<file path="src/rtl/core/cmv_pkg.sv">
// ----------------------------------------------------------------------------
// cmv_pkg: shared types and codes for the column majority vote decoder
// Request codes, the command word that flows from front to back, and the
// fixed field widths of the channels.
// ----------------------------------------------------------------------------
package cmv_pkg;

  localparam int COLUMN_W = 4;
  localparam int LETTER_W = 5;
  localparam int CFG_W    = 5;

  localparam logic [CFG_W-1:0] COLUMN_COUNT_RESET = 5'd8;

  // Request codes on req_type
  localparam logic [1:0] REQ_ADD    = 2'd0;
  localparam logic [1:0] REQ_REPORT = 2'd1;
  localparam logic [1:0] REQ_CLEAR  = 2'd2;

  // Command word handed from the front to the back through the queue
  typedef struct packed {
    logic [1:0]          op;
    logic [COLUMN_W-1:0] column;
    logic [LETTER_W-1:0] letter;
  } cmd_t;

endpackage

</file>
<file path="src/rtl/core/cmv_queue.sv">
// ----------------------------------------------------------------------------
// cmv_queue: two-entry command queue
// Decouples the request front from the back so each side stalls on its own.
// ----------------------------------------------------------------------------
module cmv_queue (
  input  logic          clk,
  input  logic          rst,
  input  logic          push,
  input  cmv_pkg::cmd_t push_cmd,
  output logic          full,
  input  logic          pop,
  output cmv_pkg::cmd_t pop_cmd,
  output logic          not_empty
);
  import cmv_pkg::*;

  cmd_t       entries [2];
  logic       wr_ptr;
  logic       rd_ptr;
  logic [1:0] count;

  assign full      = (count == 2'd2);
  assign not_empty = (count != 2'd0);
  assign pop_cmd   = entries[rd_ptr];

  // Store pushed words
  always_ff @(posedge clk) begin
    if (push) begin
      entries[wr_ptr] <= push_cmd;
    end
  end

  // Advance pointers and occupancy
  always_ff @(posedge clk) begin
    if (rst) begin
      wr_ptr <= 1'b0;
      rd_ptr <= 1'b0;
      count  <= 2'd0;
    end else begin
      if (push) begin
        wr_ptr <= ~wr_ptr;
      end
      if (pop) begin
        rd_ptr <= ~rd_ptr;
      end
      case ({push, pop})
        2'b10:   count <= count + 2'd1;
        2'b01:   count <= count - 2'd1;
        default: count <= count;
      endcase
    end
  end

endmodule

</file>
<file path="config.mk">
export PLATFORM = sky130hd
export DESIGN_NAME = cmv_queue
export DESIGN_NICKNAME = d
export VERILOG_FILES = /design/src/rtl/core/cmv_pkg.sv /design/src/rtl/core/cmv_queue.sv
export SDC_FILE = /design/constraint.sdc
export NUM_CORES = 1
export LEC_CHECK = 0
export ABC_AREA = 1
export BUFFER_PORTS_ARGS = -buffer_cell sky130_fd_sc_hd__buf_2
export CAP_MARGIN = 20
export CELL_PAD_IN_SITES_DETAIL_PLACEMENT = 2
export CELL_PAD_IN_SITES_GLOBAL_PLACEMENT = 2
export CORE_MARGIN = 2
export CORE_UTILIZATION = 25
export CTS_CLUSTER_SIZE = 12
export DETAILED_ROUTE_END_ITERATION = 8
export PLACE_DENSITY_LB_ADDON = 0.2
export SLEW_MARGIN = 10
export SYNTH_ARGS = -nofsm -noshare
export SYNTH_HDL_FRONTEND = slang
export SYNTH_SLANG_ARGS = --single-unit
</file>
<file path="constraint.sdc">
create_clock -name clk -period 1.9 [get_ports clk]
set_input_delay 0.095 -clock clk [delete_from_list [all_inputs] [get_ports clk]]
set_output_delay 0.095 -clock clk [all_outputs]
set_load 0.01 [all_outputs]
</file>
==> impl_metrics.env <==
export IMPL_critical_path_class="flop to primary output"
export IMPL_dpl_cell_count=145
export IMPL_arrival_ns=1.44
export IMPL_vdd_ir_drop_max_uv=320
export IMPL_min_delay_path_depth=1
export IMPL_outcome="finished, final reports clean"
export IMPL_dp_hpwl_mm=1.38
export IMPL_slowest_delay_ns=0.47
export IMPL_cts_tree="yes"
export IMPL_routed_via_density=4.04
export IMPL_fin_nets=116
export IMPL_cts_hold_buf=0
export IMPL_crit_path_end_kind="primary output"
export IMPL_critPathTopFamily="flip-flops"
export IMPL_whs_ns=0.0139
export IMPL_drt_initial_drc_count=8
export IMPL_hold_viol=0
export IMPL_drc=0
export IMPL_yosysTopAreaCell="edfxtp_1"
export IMPL_hold_path_class="input pin to flop"
export IMPL_clock_skew_ns=0.00305
export IMPL_pin_count=28
export IMPL_worstReg2RegEnd="entries[0][7]"
export IMPL_wirelength_mm=1.87
export IMPL_postSynthNetCount=83
export IMPL_hp_start="push_cmd[6]"
export IMPL_core_um2=4030
export IMPL_r2r_start="wr_ptr"
export IMPL_netlist_area_um2=1060
export IMPL_period_needed_ns=1.53
export IMPL_crit_path_top_delay_cell="dfxtp_1"
export IMPL_yosysUniqueCellTypes=14
export IMPL_fin_cells=149
export IMPL_cts_max_path_buffers=2
export IMPL_critPathMaxFanout=7
export IMPL_cts_buffers=3
export IMPL_die_h_um=69.1
export IMPL_antenna_found_initial=0
export IMPL_post_cts_resized=0
export IMPL_synth_area_per_cell_um2=15.8
export IMPL_gp_congestion=0.715
export IMPL_grt_pass1_wl_mm=3.02
export IMPL_grt_max_degree=15
export IMPL_worst_pin_slew_ns=0.505
export IMPL_synth_seq_cells=27
export IMPL_first_pass_iters=3
export IMPL_path_clk_slew_ns=0.08
export IMPL_die_w_um=69.1
export IMPL_cp_start_kind="flop"
export IMPL_syn_to_final_growth_pct=23.3
export IMPL_drv_slew=0
export IMPL_worstPathCellList="buf_4, mux2_4, buf_2"
export IMPL_grt_pass1_vias=672
export IMPL_period_share=0.806
export IMPL_reg2reg_depth=2
export IMPL_total_power_uw=1170
export IMPL_ys_seq_area_frac=0.719
export IMPL_grt_usage=0.0814
export IMPL_cp_num_buf_inv=2
export IMPL_powerDensity_nw_per_um2=899
export IMPL_wl_per_cell_um=12.6
export IMPL_vias=602
export IMPL_yosysWarnings=0
export IMPL_root_buffer="clkbuf_8"
export IMPL_whs_endpoint="entries[1][6]"
export IMPL_layout_drive_gt1_share=0.434
export IMPL_setup_tns_ns=0
export IMPL_synth_area_leaders="edfxtp_1 62%, mux2_4 14%, dfxtp_1 9.5%"
export IMPL_slew_headroom=0.663
export IMPL_fmax_mhz=653
export IMPL_rows=23
export IMPL_htree_levels=1
export IMPL_postCtsSetupBuffers=0
export IMPL_antenna_cells=0
export IMPL_grt_overflow=0
export IMPL_maxCapViolations=0
export IMPL_yosysTopAreaCellShare=0.624
export IMPL_cp_data_required_time_ns=1.80
export IMPL_insertion_delay_ns=0.26
export IMPL_setup_viol=0
export IMPL_rsz0062_at_grt="false"
export IMPL_p_leak_uw=0.000551
export IMPL_syn_inst=67
export IMPL_rrSetupSlack_ns=0.65
export IMPL_io_buffers=27
export IMPL_n_fill_cell=454
export IMPL_start_util=0.263
export IMPL_ant_nets=0
export IMPL_clkSinkCount=27
export IMPL_fp_dieArea_um2=4770
-- metrics by stage --
| step | utilization | cell area [um^2] | setup slack [ns] |
|---|---|---|---|
| 3_3_place_gp | 0.313 | 1260 | 0.619 |
| 6_report | 0.324 | 1310 | 0.368 |
| 5_1_grt | 0.324 | 1310 | 0.302 |
| 3_5_place_dp | 0.313 | 1260 | 0.603 |
| 4_1_cts | 0.324 | 1310 | 0.331 |
| 2_1_floorplan | - | 1060 | 0.710 |
-- how the worst max path moves through the flow --
stage,start,endpoint,slack [ns],cells past startpoint
floorplan,wr_ptr,entries[0][0],0.71,1
global placement,wr_ptr,entries[0][2],0.62,2
detailed placement,wr_ptr,entries[0][4],0.60,2
CTS,flop,pop_cmd[9],0.33,3
global route,flop,pop_cmd[9],0.30,3
finish,flop,pop_cmd[9],0.37,3
-- cell usage after synthesis --
cell	number
edfxtp_1	22
mux2_4	10
nor2_1	9
inv_1	7
nand2_1	6
dfxtp_1	5
a21oi_1	1
buf_6	1
ha_1	1
mux2_2	1
nand4_1	1
nor3_1	1
o21ai_0	1
xnor2_1	1
-- routing by layer --
layer  routed length, um  track usage  part of all wire  up-vias
li1                    -            -                 -      295
met2                 907        0.134              0.48       16
met5                   0            0                 0        -
met4                  21       0.0458             0.011        0
met3                  94       0.0234             0.050        2
met1                 848       0.0949              0.45      289
-- cell families after synthesis --
family,Yosys count,synth area share
xor+xnor,1,0.00828
fa+ha+maj,1,0.0118
simple gates,17,0.0638
mux,11,0.152
compound gates,2,0.00945
flops,27,0.719
buf+inv,8,0.0355
-- flip-flops by register name, indices dropped and copies added, names as in the netlist, named ones only --
register,flops
wr_ptr,1
entries,22
rd_ptr,1
count,2
-- area by class of cell --
type / instances / area, um^2 / share of cell area
inverters: 7 / 26.3 / 0.0201
multi-input cells: 32 / 260 / 0.199
well taps: 50 / 62.6 / 0.0479
flip-flops and latches: 27 / 761 / 0.583
clock buffers: 4 / 45.0 / 0.0345
repair buffers: 29 / 150 / 0.115
-- cells in the final DEF (no fill, tap or decap) --
cell type	count
nand4_1	1
edfxtp_1	22
xnor2_1	1
mux2_4	10
nand2_1	6
buf_4	2
inv_1	7
dfxtp_1	5
o21ai_0	1
clkbuf_8	3
a21oi_1	1
clkbuf_1	1
ha_1	1
nor2_1	9
nor3_1	1
buf_2	27
mux2_2	1
-- where the power goes --
| group | switching [uW] | internal [uW] |
|---|---|---|
| clock | 164 | 150 |
| sequential | 17.2 | 678 |
| combinational | 78.6 | 84.8 |
| total | 260 | 912 |
(Power assumes the default switching activity.)
